<file path="src/pfu_ram.sv">
// ============================================================================
// pfu_ram
// Generic single write port, single read port RAM with registered read.
// ============================================================================
`default_nettype none

module pfu_ram #(
   parameter  int unsigned WIDTH = 8,
   parameter  int unsigned DEPTH = 2,
   localparam int unsigned AW    = (DEPTH > 1) ? $clog2(DEPTH) : 1
) (
   input  wire logic             clock,
   input  wire logic             wr_en,
   input  wire logic [AW-1:0]    wr_addr,
   input  wire logic [WIDTH-1:0] wr_data,
   input  wire logic             rd_en,
   input  wire logic [AW-1:0]    rd_addr,
   output logic      [WIDTH-1:0] rd_data
);

   logic [WIDTH-1:0] mem_ff [DEPTH];
   logic [WIDTH-1:0] rd_data_ff;

   always_ff @(posedge clock) begin
      if (wr_en) begin
         mem_ff[wr_addr] <= wr_data;
      end
      if (rd_en) begin
         rd_data_ff <= mem_ff[rd_addr];
      end
   end

   assign rd_data = rd_data_ff;

endmodule

`default_nettype wire

</file>
<file path="config.mk">
export PLATFORM = sky130hd
export DESIGN_NAME = pfu_ram
export DESIGN_NICKNAME = d
export VERILOG_FILES = /design/src/pfu_ram.sv
export SDC_FILE = /design/constraint.sdc
export NUM_CORES = 1
export LEC_CHECK = 0
export BUFFER_PORTS_ARGS = -buffer_cell sky130_fd_sc_hd__buf_2
export CAP_MARGIN = 20
export CORE_MARGIN = 5
export CORE_UTILIZATION = 53
export CTS_BUF_LIST = sky130_fd_sc_hd__clkbuf_4 sky130_fd_sc_hd__clkbuf_8
export DETAILED_ROUTE_END_ITERATION = 8
export PLACE_DENSITY = 0.86
export SLEW_MARGIN = 5
export SYNTH_ARGS = -nofsm -noshare
export SYNTH_HDL_FRONTEND = slang
export SYNTH_SLANG_ARGS = --single-unit
</file>
<file path="constraint.sdc">
create_clock -name clock -period 1.04 [get_ports clock]
set_input_delay 0.156 -clock clock [delete_from_list [all_inputs] [get_ports clock]]
set_output_delay 0.156 -clock clock [all_outputs]
set_load 0.005 [all_outputs]
</file>
==> reports/results.ini <==
[drt]
drtIter0Drc=8
vias=377
drt_wl_total_mm=1.058
ant_nets=0
wire_per_inst_microns=14.11
viasPerCell=5.027
drc=0
drt_first_pass_iters=2

[worst_setup_path]
path_max_fanout=1
worst_ep_required_time_ns=0.88
reg2reg_depth=1
timing.rr.start=mem_ff[1][4]
crit_type=reg -> out
critPathBufInv=1
cp_cell_sequence=buf_2
crit_cells=1
reg2reg_slack_ns=0.14
start_kind=register
arrival_ns=0.80
endpoint_kind=primary output
path_delay_family=flip-flops
worst_path_largest_cell_delay_ns=0.38
cp_slowest_cell=edfxtp_1
rr_endpoint=rd_data[4]

[global_route]
track_usage_pct=9.402
grt_max_degree=14
grt.overflow.total=0
grt_pass1_vias=405
grt_pass1_wl_mm=1.745
grt_antenna_before_repair=0

[sta]
setup_viol=0
finalHoldViolCount=0
tns_ns=0
slew_headroom_pct=76.58
max_freq_ghz=1.041
holdWs_ns=0.03876
finClkSkew_ns=0.002278
worst_pin_slew_ns=0.3514
finalCritPeriodShare_pct=92.34
slew_viol_final=0
rsz0062_at_grt=no
final.setup.worst_slack_ns=0.07969
fin_crit_ns=0.9603

[yosys]
async_flop_share_pct=0
synth_most_common_cell=edfxtp_1
synth_top_area_cell=edfxtp_1
syn_nets=48
ys_types=5
yosys-top-cells-area=edfxtp_1, mux2_4, buf_6
seq_area_frac_synth_pct=83.36
ys_warn_count=0
syn_area_sq_um=864.6
synth_ff_type=edfxtp_1
synth_common_cells=edfxtp_1, mux2_4, and2_1, buf_6, nor2b_1
synth-edff-count=24
synth_top_area_share_pct=83.36
postSynthCellCount=35
yosys_register_bits=24
avgSynthCellArea_sq_um=24.70

[clock_network]
clock_sinks=24
cts_tree=done
cts_setup_buffers=0
worstSkewPairLatency_ns=0.30
numCtsBuffers=3
clock-root-buffer=clkbuf_4
clockBufferDepth=2
path_clk_slew_ns=0.12
ctsHoldBuffers=0
cts-htree-levels=1
cts_resized=0

[placed_design]
portBuffers=20
dp_slack_ns=0.06035
gp_congestion=0.6052

[power_and_ir_drop]
vdd_drop_max_v=0.001006
power_density_nw_per_um2=1653
leakage_nw=0.3982

[floorplanning]
std_cell_rows=14
die-area_sq_um=2539
start_util_pct=56.73
ioPinCount=21
core_sq_um=1524
die_x_microns=50.39
die_h_microns=50.39

[min_path]
hp-start=wr_data[6]
hold_depth=1
whs_endpoint=mem_ff[0][6]
hold_class=in -> reg

[cells_and_area]
diodes=0
drive_gt1_share_pct=54.24
nets=73
area_growth_pct=16.50

[flow_run]
maxCapViolations=0

[run_status]
outcome=complete, no violations

## kinds of logic after synthesis
kind of cell | share of synthesized area (%)
flip-flops | 83.36
multiplexers | 13.89
AND/OR/NAND/NOR | 1.448
buffers and inverters | 1.302
## worst max path at each step
| stage | from | to | slack [ns] |
|---|---|---|---|
| finish | rd_data[5] | rd_data[5] | 0.08 |
| global placement | rd_addr | rd_data[5] | 0.08 |
| detailed placement | rd_addr | rd_data[4] | 0.06 |
| CTS | rd_data[2] | rd_data[2] | 0.06 |
| global route | rd_data[6] | rd_data[6] | 0.01 |
| floorplan | wr_en | mem_ff[0][0] | 0.09 |
## layer usage
metal	share of wire (%)	wire, microns	global-route usage [%]	vias to the layer above
met5	0	0	0	-
met4	0	0	3.830	0
met3	11	115	3.254	0
met2	50	534	16.53	20
met1	38	407	10.26	171
li1	-	-	-	186
## flip-flops by register name, summed over array words and instances (netlist names)
name,count
mem_ff,16
rd_data,8
## per-stage QoR
stage / cells / area (sq um) / power (mW) / util (%)
2_1_floorplan: 35 / 864.6 / 1.247 / -
3_3_place_gp: 71 / 980.9 / 1.300 / 64.37
3_5_place_dp: 71 / 980.9 / 1.312 / 64.37
4_1_cts: 75 / 1007 / 1.689 / 66.09
5_1_grt: 75 / 1007 / 1.751 / 66.09
6_report: 75 / 1007 / 1.665 / 66.09
## report_power, final
| group | leakage [nW] | switching (mW) | internal (mW) | total [mW] |
|---|---|---|---|---|
| Clock | 0.0154 | 0.241 | 0.140 | 0.381 |
| Combinational | 0.154 | 0.0506 | 0.0755 | 0.126 |
| Sequential | 0.228 | 0.0172 | 1.14 | 1.16 |
| Total | 0.398 | 0.309 | 1.36 | 1.67 |
## cell type report
| class | count | area, sq um |
|---|---|---|
| clock buffer | 3 | 22.52 |
| sequential | 24 | 720.7 |
| fill | 110 | 516.7 |
| timing repair buffer | 21 | 107.6 |
| multi-input combinational | 10 | 132.6 |
| clock inverter | 1 | 3.754 |
| tap | 16 | 20.02 |
## placed cells by master (no fill, tap or decap)
master and instances:
buf_2 20, nor2b_1 1, mux2_4 8, and2_1 1, buf_4 1, edfxtp_1 24
clkinv_1 1, clkbuf_4 3
(Power assumes the default switching activity.)
