## config.mk

```make
export PLATFORM = sky130hd
export DESIGN_NAME = pfu_div
export DESIGN_NICKNAME = d
export VERILOG_FILES = /design/src/pfu_pkg.sv /design/src/pfu_div.sv
export SDC_FILE = /design/constraint.sdc
export NUM_CORES = 1
export LEC_CHECK = 0
export ABC_AREA = 1
export BUFFER_PORTS_ARGS = -buffer_cell sky130_fd_sc_hd__buf_2
export CORE_UTILIZATION = 41
export CTS_BUF_LIST = sky130_fd_sc_hd__clkbuf_16
export CTS_CLUSTER_SIZE = 40
export DETAILED_ROUTE_END_ITERATION = 16
export SYNTH_ARGS = -nofsm -noshare
export SYNTH_HDL_FRONTEND = slang
export SYNTH_SLANG_ARGS = --single-unit
```

## constraint.sdc

```tcl
create_clock -name clock -period 18.37 [get_ports clock]
set_input_delay 3.674 -clock clock [delete_from_list [all_inputs] [get_ports clock]]
set_output_delay 3.674 -clock clock [all_outputs]
set_load 0.01 [all_outputs]
```

## src/pfu_pkg.sv

```systemverilog
// ============================================================================
// pfu_pkg
// Shared types, constants and helper functions of the particle fountain
// update unit.
// ============================================================================
`default_nettype none

package pfu_pkg;

   localparam int unsigned NumParticlesDefault = 1024;
   localparam int unsigned IndexWidth          = 10;
   localparam int unsigned FracWidth           = 12;
   localparam int unsigned EnergyWidth         = 13;
   localparam int unsigned QuoWidth            = 15;
   localparam int unsigned CsrIndexWidth       = 3;
   localparam int unsigned CsrDataWidth        = 15;

   typedef enum logic [CsrIndexWidth-1:0] {
      CSR_EJECT_RADIUS = 3'd0,
      CSR_TIME_STEP    = 3'd1,
      CSR_VERT_SPEED   = 3'd2,
      CSR_LAT_SPEED    = 3'd3,
      CSR_JITTER       = 3'd4
   } csr_index_type;

   localparam logic ACTION_SPAWN = 1'b0;
   localparam logic ACTION_STEP  = 1'b1;

   localparam logic [11:0]          EJECT_RADIUS_RESET = 12'd410;
   localparam logic [11:0]          TIME_STEP_RESET    = 12'd61;
   localparam logic [14:0]          VERT_SPEED_RESET   = 15'd16384;
   localparam logic [14:0]          LAT_SPEED_RESET    = 15'd4096;
   localparam logic [11:0]          JITTER_RESET       = 12'd410;

   localparam logic [12:0]          SPAWN_HEIGHT       = 13'd614;
   localparam logic signed [15:0]   RESPAWN_BELOW      = 16'sd410;
   localparam logic [EnergyWidth-1:0] ENERGY_ONE       = 13'd4096;
   localparam logic [EnergyWidth-1:0] ENERGY_DROP      = 13'd41;
   localparam logic [11:0]          FADE_MUL           = 12'd3891;
   localparam logic [15:0]          GRAVITY            = 16'd40141;
   localparam logic [QuoWidth-1:0]  SIZE_MAX           = 15'd32767;

   // half size numerator 0.1 * 2^24; the top bits seed the divider remainder
   localparam int unsigned SizeNum    = 410 * 4096;
   localparam int unsigned DivRemInit = SizeNum >> QuoWidth;
   localparam int unsigned DivNumLow  = SizeNum % (1 << QuoWidth);

   localparam logic [12:0] QUARTER_SINE [33] = '{
      13'd0,    13'd201,  13'd401,  13'd601,  13'd799,  13'd995,  13'd1189,
      13'd1380, 13'd1567, 13'd1751, 13'd1931, 13'd2106, 13'd2276, 13'd2440,
      13'd2598, 13'd2751, 13'd2896, 13'd3035, 13'd3166, 13'd3290, 13'd3406,
      13'd3513, 13'd3612, 13'd3703, 13'd3784, 13'd3857, 13'd3920, 13'd3973,
      13'd4017, 13'd4052, 13'd4076, 13'd4091, 13'd4096
   };

   typedef struct packed {
      logic signed [15:0]     pos_x;
      logic signed [15:0]     pos_y;
      logic signed [15:0]     pos_z;
      logic signed [15:0]     vel_x;
      logic signed [15:0]     vel_y;
      logic signed [15:0]     vel_z;
      logic [11:0]            red;
      logic [11:0]            green;
      logic [11:0]            blue;
      logic [EnergyWidth-1:0] energy;
   } particle_type;

   typedef struct packed {
      logic                  action;
      logic [IndexWidth-1:0] particle_index;
      logic [FracWidth-1:0]  rand_angle;
      logic [FracWidth-1:0]  rand_radius_x;
      logic [FracWidth-1:0]  rand_radius_z;
      logic [FracWidth-1:0]  rand_jitter_x;
      logic [FracWidth-1:0]  rand_jitter_y;
      logic [FracWidth-1:0]  rand_jitter_z;
      logic [FracWidth-1:0]  rand_red;
      logic [FracWidth-1:0]  rand_green;
      logic [FracWidth-1:0]  rand_blue;
      logic [FracWidth-1:0]  rand_vert;
   } req_type;

   function automatic logic [12:0] quarter_lookup(input logic [10:0] p);
      logic [5:0]  idx_lo;
      logic [5:0]  idx_hi;
      logic [7:0]  diff;
      logic [12:0] prod;
      idx_lo = {1'b0, p[9:5]};
      idx_hi = idx_lo + 6'd1;
      diff   = 8'(QUARTER_SINE[idx_hi] - QUARTER_SINE[idx_lo]);
      prod   = 13'(diff * p[4:0]);
      if (p[10]) begin
         return QUARTER_SINE[32];
      end
      return QUARTER_SINE[idx_lo] + {5'd0, prod[12:5]};
   endfunction

   function automatic logic signed [13:0] sine12(input logic [11:0] a);
      logic [10:0] p;
      logic [12:0] m;
      p = a[10] ? (11'd1024 - {1'b0, a[9:0]}) : {1'b0, a[9:0]};
      m = quarter_lookup(p);
      return a[11] ? -$signed({1'b0, m}) : $signed({1'b0, m});
   endfunction

   function automatic logic signed [15:0] sat16(input logic signed [47:0] x);
      if (x > 48'sd32767) begin
         return 16'sh7fff;
      end
      if (x < -48'sd32768) begin
         return 16'sh8000;
      end
      return x[15:0];
   endfunction

   // one restoring step: returns next remainder and quotient bit
   function automatic logic [EnergyWidth:0] div_step(input logic [EnergyWidth-1:0] rem,
                                                     input logic [EnergyWidth-1:0] d,
                                                     input logic nbit);
      logic [EnergyWidth:0] trial;
      trial = {rem, nbit};
      if (trial >= {1'b0, d}) begin
         return {EnergyWidth'(trial - {1'b0, d}), 1'b1};
      end
      return {trial[EnergyWidth-1:0], 1'b0};
   endfunction

endpackage

`default_nettype wire

```

## src/pfu_div.sv

```systemverilog
// ============================================================================
// pfu_div
// Pipelined restoring divider for the sprite half size, 0.1 / energy,
// five quotient bits per stage, saturated at the maximum.
// ============================================================================
`default_nettype none

module pfu_div
   import pfu_pkg::*;
(
   input  wire logic                   clock,
   input  wire logic [3:0]             load,      // per stage register load
   input  wire logic [EnergyWidth-1:0] energy,
   output logic      [QuoWidth-1:0]    half_size
);

   localparam int unsigned DivStages        = 3;
   localparam int unsigned DivStepsPerStage = QuoWidth / DivStages;
   localparam logic [QuoWidth-1:0] NUM_LOW  = QuoWidth'(DivNumLow);

   logic [EnergyWidth-1:0] d_ff   [DivStages];
   logic [EnergyWidth-1:0] rem_ff [DivStages];
   logic [QuoWidth-1:0]    q_ff   [DivStages];
   logic                   sat_ff [DivStages];
   logic [EnergyWidth-1:0] rem_in [DivStages];
   logic [QuoWidth-1:0]    q_in   [DivStages];
   logic [EnergyWidth:0]   step_res;
   logic [QuoWidth-1:0]    q_out_ff;
   logic                   sat_out_ff;

   always_comb begin
      step_res = '0;
      for (int k = 0; k < DivStages; k++) begin
         rem_in[k] = rem_ff[k];
         q_in[k]   = q_ff[k];
         for (int j = 0; j < DivStepsPerStage; j++) begin
            step_res  = div_step(rem_in[k], d_ff[k],
                                 NUM_LOW[QuoWidth - 1 - k * DivStepsPerStage - j]);
            rem_in[k] = step_res[EnergyWidth:1];
            q_in[k]   = {q_in[k][QuoWidth-2:0], step_res[0]};
         end
      end
   end

   always_ff @(posedge clock) begin
      if (load[0]) begin
         d_ff[0]   <= energy;
         sat_ff[0] <= (energy <= EnergyWidth'(DivRemInit));
         rem_ff[0] <= EnergyWidth'(DivRemInit);
         q_ff[0]   <= '0;
      end
      for (int k = 1; k < DivStages; k++) begin
         if (load[k]) begin
            d_ff[k]   <= d_ff[k-1];
            sat_ff[k] <= sat_ff[k-1];
            rem_ff[k] <= rem_in[k-1];
            q_ff[k]   <= q_in[k-1];
         end
      end
      if (load[DivStages]) begin
         sat_out_ff <= sat_ff[DivStages-1];
         q_out_ff   <= q_in[DivStages-1];
      end
   end

   assign half_size = sat_out_ff ? SIZE_MAX : q_out_ff;

endmodule

`default_nettype wire

```

==> results.toml, run 1 <==
[clocking]
cts_max_level = 3
post_cts_resized = 0
clock-root-buffer = "clkbuf_16"
cts-buffers-inserted = 9
holdBufCountCts = 0
cts_sinks = 99
clock_latency_ns = 0.37
clockBufferDepth = 2
postCtsSetupRepairBufs = 0
cts_tree = "built"
clk_pin_slew_ns = 0.08

[outcome]
status = "completed"

[layout]
final_cell_mix = "nand2_1, inv_1, ha_1"
final_common_cell = "nand2_1"
final_nets = 1945
syn_to_final_growth_pct = 6.08
drive_gt1_share_pct = 6.89

[yosys]
ys.flop_type = "edfxtp_1"
async_reset_ff_share_pct = 0
avgSynthCellArea_sq_um = 7.25
synth_area_sq_mm = 0.0126
syn-num-nets = 1926
synth_cell_type_count = 48
ys_seq_elements = 99
synth_edf_count = 99
synthCells = 1733
yosysSeqAreaShare_pct = 23.7
ys_warn_count = 0

[global_routing]
antenna_found_initial = 0
grt_pass1_vias = 10700
gr-usage-all-layers_pct = 21.2
overflow = 0
grt_pass1_wl_mm = 52.9
grt_max_degree = 38

[floorplan]
core_area_sq_mm = 0.0299
dieHeight_um = 177
io_pins = 33
row_count = 63
dieArea_sq_mm = 0.0313
die_w_um = 177
start_util_pct = 42.0

[worst_setup_path]
endpoint = "rem_ff[0][24]$_DFFE_PP_"
worstRegToRegCells = 53
r2r_end = "rem_ff[0][24]$_DFFE_PP_"
cp_max_fo = 17
worstSetupStartpoint = "d_ff[0][0]$_DFFE_PP_"
cp_common_cell = "nand2_1"
path_class = "reg -> reg"
end_kind = "flop"
slowest_delay_ns = 0.59
reg2reg_slack_ns = 7.86
crit_slowest_cell = "edfxtp_1"
crit_path_start_kind = "flop"
timing.rr.start = "d_ff[0][0]$_DFFE_PP_"
worstPathArrival_ns = 10.64
crit_required_ns = 18.49

[timing]
rsz0062_at_grt = "false"
fin_skew_ns = 0.00998
finalMaxSlewViolations = 0
setup_tns_ns = 0
timing.final.crit_period_ns = 10.51
holdWs_ns = 0.420
tightest_slew_ns = 0.864
setup_violations = 0
period_share_pct = 57.2
slew-limit-headroom_pct = 42.4
fmax_ghz = 0.0951
hold_viol = 0

[detailed_routing]
final_antenna_net_count = 0
via_per_inst = 5.25
drc = 0
routed_wl_mm = 32.3
firstDrtPassIters = 5
num_vias = 11300
wire_per_inst_um = 15.0
drt_iter0_drc = 756

[placement]
place_hpwl_mm = 26.0
numPortBuffers = 32
place.gp.congestion = 0.937

[min_path]
hp-class = "reg -> reg"

[flow_run]
drv_cap = 0
[flip-flops by register name (all words and copies together), names as in the netlist]
register / cells
sat_ff: 3
sat_out_ff: 1
q_out_ff: 15
rem_ff: 26
d_ff: 39
q_ff: 15
[cells in the mapped netlist, types with 3 or more instances]
library cell  instances  share of area, %
edfxtp_1             99                24
buf_6                 9              0.81
nand3b_1              3              0.18
inv_2                 8              0.24
o21a_1                3              0.18
o21ai_0             112               4.5
o21ai_1              35               1.4
nand3_1              67               2.7
nor2_1              108               3.2
nand3_2               9              0.72
inv_1               192               5.7
buf_2                 8              0.32
xor2_1               91               6.3
xnor2_1              49               3.4
o31ai_1               4              0.24
fa_1                  3              0.48
o21bai_1             13              0.78
or2_2                18              0.90
nor2_2                4              0.20
and2_1                4              0.20
nor3_1               20              0.80
a211oi_1             12              0.72
a21oi_2               3              0.21
nand4_1              17              0.85
ha_1                172                17
nand2_2               9              0.45
nand3_4               5              0.70
a21o_1                9              0.54
o21ai_2              10              0.70
a21oi_1             143               5.7
nand2_1             451                13
buf_4                 5              0.30
o2111ai_1             3              0.21
a31oi_1              13              0.65
[per-stage QoR]
step	setup slack [ns]	cells	area [sq um]	util, %
after detailed placement	7.97	2131	13000	43.6
after global routing	6.79	2147	13300	44.6
final	7.86	2148	13300	44.6
after CTS	7.92	2147	13300	44.6
after global placement	7.97	2131	13000	43.6
after floorplan	9.79	1733	12600	-
[how the worst min path moves through the flow]
stage | from | to | cells after the start
2_1_floorplan | q_ff[1][0]$_DFFE_PP_ | q_ff[2][5]$_DFFE_PP_ | 0
6_report | q_ff[2][7]$_DFFE_PP_ | q_out_ff[12]$_DFFE_PP_ | 0
4_1_cts | sat_ff[0]$_DFFE_PP_ | sat_ff[1]$_DFFE_PP_ | 0
3_5_place_dp | q_ff[2][2]$_DFFE_PP_ | q_out_ff[7]$_DFFE_PP_ | 0
3_3_place_gp | q_ff[2][2]$_DFFE_PP_ | q_out_ff[7]$_DFFE_PP_ | 0
5_1_grt | q_ff[2][3]$_DFFE_PP_ | q_out_ff[8]$_DFFE_PP_ | 0
[layout make-up]
type	instances	area (sq um)
clock buffer	9	225
fill	3005	16600
clock inverter	7	73.8
tap	390	488
sequential	99	2970
antenna	1	2.50
inverter	205	779
multi-input combinational	1405	8620
timing repair buffer	32	160
[critical path, delay by kind of cell, from the launching register on]
family | cells | cell delay, ns
compound gates | 15 | 3.62
fa+ha+maj | 5 | 1.66
buf+inv | 8 | 1.25
flops | 1 | 0.59
simple gates | 25 | 3.14
[cells by family after synthesis]
logic type               after synthesis  share of synthesized area, %
flip-flops                            99                          23.7
adder cells (fa/ha/maj)              175                          17.6
XOR/XNOR                             140                          9.76
AND/OR/NAND/NOR                      722                          24.9
AO/OA/AOI/OAI                        368                          16.4
buffers and inverters                229                          7.69
[metal layers]
layer | routed length, um | share of wire [%] | GRT usage, % | vias up
met5 | 0 | 0 | 0 | -
met4 | 597 | 1.9 | 5.60 | 0
met3 | 1040 | 3.2 | 2.08 | 39
li1 | - | - | - | 5917
met2 | 15400 | 48 | 37.4 | 233
met1 | 15200 | 47 | 27.5 | 5093
Power of run 1 is left out: the tool's default activity adds up to more than one toggle a clock period on the data nets, which glitch-free logic cannot reach.
==> run 2: changes to the inputs <==
==> constraint.sdc (replaced) <==
create_clock -name clock -period 10.75 [get_ports clock]
set_input_delay 2.15 -clock clock [delete_from_list [all_inputs] [get_ports clock]]
set_output_delay 2.15 -clock clock [all_outputs]
set_load 0.01 [all_outputs]
==> run 2 against run 1 <==
Global-route usage down 0.17 points; critical path depth stayed put; non-clock buffer count up 20; maximum frequency increased by 7.9%; setup slack worse by 6.8 ns; largest cell class unchanged; critical path type unchanged.
==> results.toml, run 2 (same netlist as run 1, synthesis figures left out) <==
[layout]
diodes = 0
largest_reg_flops = 39
top_register = "d_ff"
seq_area_sq_mm = 0.00297
syn_to_final_growth_pct = 7.79
n_fill_cell = 3026
final_cell_mix = "nand2_1, inv_1, ha_1"
fin_util_pct = 45.3
drive_gt1_share_pct = 8.83
reg.largest.list = "d_ff (39), rem_ff (26)"
final_common_cell = "nand2_1"
final_nets = 1967
multi_input_area_sq_mm = 0.00868

[timing]
setup_tns_ns = 0
rsz0062_at_grt = "false"
finalMaxSlewViolations = 0
fin_skew_ns = 0.0117
tightest_slew_ns = 0.877
period_share_pct = 90.6
setup_ws_ns = 1.01
fmax_ghz = 0.103
hold_viol = 0
timing.final.crit_period_ns = 9.74
setup_violations = 0
slew-limit-headroom_pct = 41.5

[global_routing]
grt_pass1_vias = 10700
use_met1_pct = 27.7
use_met2_pct = 37.3
grt_max_degree = 38
grt.busiest_layer = "met2"
grt_use_met3_pct = 1.68
overflow = 0
gr-usage-all-layers_pct = 21.1
antenna_found_initial = 0
grt_pass1_wl_mm = 52.6

[worst_setup_path]
cp_max_fo = 17
reg2reg_slack_ns = 1.01
timing.rr.start = "d_ff[0][0]$_DFFE_PP_"
crit_path_start_kind = "flop"
path_class = "reg -> reg"
end_kind = "flop"
r2r_end = "rem_ff[0][15]$_DFFE_PP_"
worstPathArrival_ns = 9.86
cp_common_cell = "nand2_1"
crit_required_ns = 10.87
crit_slowest_cell = "edfxtp_1"
slowest_delay_ns = 0.53
worstRegToRegCells = 53

[floorplan]
dieHeight_um = 177
start_util_pct = 42.0
core_area_sq_mm = 0.0299
row_count = 63
die_w_um = 177
dieArea_sq_mm = 0.0313
io_pins = 33

[min_path]
holdPathEnd = "q_out_ff[12]$_DFFE_PP_"
hp-class = "reg -> reg"
hold_start = "q_ff[2][7]$_DFFE_PP_"
holdPathStages = 0

[detailed_routing]
via_per_inst = 5.24
num_vias = 11400
routed_wl_mm = 32.5
firstDrtPassIters = 6
final_antenna_net_count = 0
drt_iter0_drc = 706
drc = 0
wire_per_inst_um = 15.0

[placement]
place_hpwl_mm = 25.9
place.gp.congestion = 0.926
dp_slack_ns = 0.441
numPortBuffers = 32

[clocking]
cts-buffers-inserted = 9
clk_pin_slew_ns = 0.08
cts_max_level = 3
holdBufCountCts = 0
clock-root-buffer = "clkbuf_16"
cts_sinks = 99
clock_latency_ns = 0.36
cts_tree = "built"
clockBufferDepth = 2

[outcome]
status = "completed"

[flow_run]
drv_cap = 0
-- run 2: cell types whose count changed in the layout (fill, tap and decap cells not counted), moves of 4 or more --
cell        before  now
a21oi_1        143  139
a21oi_2          3    7
buf_4            0   20
clkinvlp_4       0    6
inv_1          192  187
-- run 2: metrics by stage --
step / instances / hold slack, ns / area, sq um
3_3_place_gp: 2135 / 0.401 / 13000
5_1_grt: 2169 / 0.424 / 13500
4_1_cts: 2151 / 0.420 / 13300
3_5_place_dp: 2135 / 0.405 / 13000
6_report: 2169 / 0.421 / 13500
2_1_floorplan: 1733 / 0.400 / 12600
-- run 2: critical path: cells and delay by family (launching register included) --
kind / cells / cell delay, ns
AO/OA/AOI/OAI: 15 / 3.14
buffers and inverters: 9 / 1.36
adder cells (fa/ha/maj): 5 / 1.70
AND/OR/NAND/NOR: 24 / 2.73
flip-flops: 1 / 0.53
-- run 2: area by class of cell --
type                            instances  area share [%]
Inverter                              205            5.93
Clock inverter                          7           0.416
Sequential cell                        99            22.0
Tap cell                              390            3.61
Clock buffer                            9            1.66
Timing Repair Buffer                   52            2.29
Multi-Input combinational cell       1407            64.1
-- run 2: worst max-delay path by stage --
stage                          start                 endpoint  slack (ns)  cells after the start
2_1_floorplan  d_ff[0][21]$_DFFE_PP_  rem_ff[0][35]$_DFFE_PP_        2.17                     63
3_3_place_gp   d_ff[0][13]$_DFFE_PP_  rem_ff[0][32]$_DFFE_PP_        0.53                     54
3_5_place_dp   d_ff[0][13]$_DFFE_PP_  rem_ff[0][37]$_DFFE_PP_        0.44                     54
4_1_cts        d_ff[0][13]$_DFFE_PP_  rem_ff[0][37]$_DFFE_PP_        0.39                     54
5_1_grt        d_ff[0][21]$_DFFE_PP_  rem_ff[0][31]$_DFFE_PP_       0.001                     57
6_report        d_ff[0][0]$_DFFE_PP_  rem_ff[0][15]$_DFFE_PP_        1.01                     53
-- run 2: timing repair --
action                     in CTS  in global routing
buffers inserted                0                 16
resized for setup               0                 22
setup endpoints to repair       0                 28
-- run 2: metal layers --
metal / wire, um / vias up
met5: 0 / -
met4: 394 / 0
li1: - / 5958
met1: 15600 / 5185
met2: 15500 / 208
met3: 947 / 23
Power of run 2 is left out for the same reason.
==> run 3: changes to the inputs <==
==> constraint.sdc (replaced) <==
create_clock -name clock -period 8.5 [get_ports clock]
set_input_delay 1.7 -clock clock [delete_from_list [all_inputs] [get_ports clock]]
set_output_delay 1.7 -clock clock [all_outputs]
set_load 0.01 [all_outputs]
==> run 3 against run 2 <==
Non-clock buffer count increased by 354; clock skew increased by 0.0078 ns; count of clock-buffer cells in the layout unchanged; die area unchanged; core utilization increased by 14 points; design area increased by 31%; sequential share of layout area decreased by 5.2 points; register-to-register slack got worse by 0.87 ns; first-iteration DRC count increased by 29%; maximum frequency increased by 16%; sequential cell count unchanged; cell count increased by 17%.
==> results.toml, run 3 (same netlist as run 1, synthesis figures left out) <==
[timing]
period_share_pct = 98.4
fmax_ghz = 0.120
tightest_slew_ns = 1.00
fin_skew_ns = 0.0196
finalMaxSlewViolations = 0
setup_violations = 0
slew-limit-headroom_pct = 33.1
timing.final.crit_period_ns = 8.37
hold_viol = 0

[clocking]
clockBufferDepth = 2
cts_tree = "built"
cts_max_level = 3
clk_pin_slew_ns = 0.08
cts_sinks = 99
clock-root-buffer = "clkbuf_16"
cts-buffers-inserted = 9
clock_latency_ns = 0.37
holdBufCountCts = 0

[global_routing]
gr-usage-all-layers_pct = 24.3
grt_max_degree = 38
grt_pass1_vias = 12000
use_met2_pct = 41.9
grt.busiest_layer = "met2"
overflow = 0
antenna_found_initial = 0
grt_pass1_wl_mm = 59.9
grt_use_met3_pct = 2.71
use_met1_pct = 31.5

[layout]
drive_gt1_share_pct = 33.8
reg.largest.list = "d_ff (39), rem_ff (26)"
diodes = 0
final_cell_mix = "nand2_1, buf_4, inv_1"
final_common_cell = "nand2_1"
final_nets = 2331
syn_to_final_growth_pct = 41.2
largest_reg_flops = 39
final_cells = 2533
stdcell_area_sq_mm = 0.0177
top_register = "d_ff"

[worst_setup_path]
worstPathArrival_ns = 8.50
cp_top_family = "simple AND/OR/NAND/NOR gates"
crit_path_start_kind = "flop"
r2r_end = "rem_ff[0][37]$_DFFE_PP_"
crit_buf_inv = 11
worstRegToRegCells = 58
worstSetupStartpoint = "rem_ff[0][23]$_DFFE_PP_"
reg2reg_slack_ns = 0.13
slowest_delay_ns = 0.46
end_kind = "flop"
crit_slowest_cell = "edfxtp_1"
path_depth = 58
cp_common_cell = "nand2_2"
timing.rr.start = "rem_ff[0][23]$_DFFE_PP_"
cp_max_fo = 8
path_class = "reg -> reg"
crit_required_ns = 8.63

[detailed_routing]
drt_iter0_drc = 913
num_vias = 13200
via_per_inst = 5.21
drc = 0
routed_wl_mm = 40.4
wire_per_inst_um = 15.9
final_antenna_net_count = 0
firstDrtPassIters = 5

[floorplan]
core_area_sq_mm = 0.0299
start_util_pct = 42.0
io_pins = 33
dieArea_sq_mm = 0.0313
row_count = 63
die_w_um = 177
dieHeight_um = 177

[placement]
place_hpwl_mm = 29.8
place.gp.congestion = 0.912
place_inst = 2422
place_area_sq_mm = 0.0152
numPortBuffers = 32

[flow_run]
drv_cap = 0

[outcome]
status = "completed"

[min_path]
holdPathStages = 0
hp-class = "reg -> reg"
hold_start = "q_ff[2][2]$_DFFE_PP_"
holdPathEnd = "q_out_ff[7]$_DFFE_PP_"
run 3: how the worst max path moves through the flow:
stage | slack, ns | endpoint
after floorplan | 0.02 | rem_ff[0][35]$_DFFE_PP_
after global placement | -0.31 | rem_ff[0][27]$_DFFE_PP_
after detailed placement | -0.44 | rem_ff[0][29]$_DFFE_PP_
after CTS | 0.0006 | rem_ff[0][32]$_DFFE_PP_
after global routing | -0.32 | rem_ff[0][30]$_DFFE_PP_
final | 0.13 | rem_ff[0][37]$_DFFE_PP_
run 3: stage by stage:
stage                     hold WS (ns)  worst slack [ns]  setup TNS, ns  utilization, %
after floorplan                  0.400            0.0159              0               -
after global placement           0.401            -0.311          -4.95            51.0
after detailed placement         0.405            -0.438          -7.44            51.0
after CTS                        0.427          0.000628              0            53.0
after global routing             0.432            -0.324          -4.65            59.3
final                            0.417             0.135              0            59.3
run 3: what timing repair did:
| item | CTS | global route |
|---|---|---|
| endpoints found under the setup margin | 29 | 29 |
| gates cloned | 6 | 6 |
| setup buffers | 15 | 68 |
| gates resized for setup | 34 | 308 |
| pin swaps | 18 | 105 |
run 3: layout make-up:
type | count | area, sq um
tap | 390 | 488
inverter | 205 | 821
timing repair inverter | 5 | 33.8
timing repair buffer | 406 | 3070
sequential | 99 | 2970
multi-input combinational | 1412 | 10000
clock buffer | 9 | 225
clock inverter | 7 | 76.3
fill | 2590 | 12100
run 3: routing by layer:
| layer | part of all wire, % | wire, um |
|---|---|---|
| met1 | 44 | 17900 |
| met2 | 48 | 19500 |
| met3 | 4.5 | 1810 |
| met4 | 2.8 | 1110 |
| met5 | 0 | 0 |
Power of run 3 is left out for the same reason.
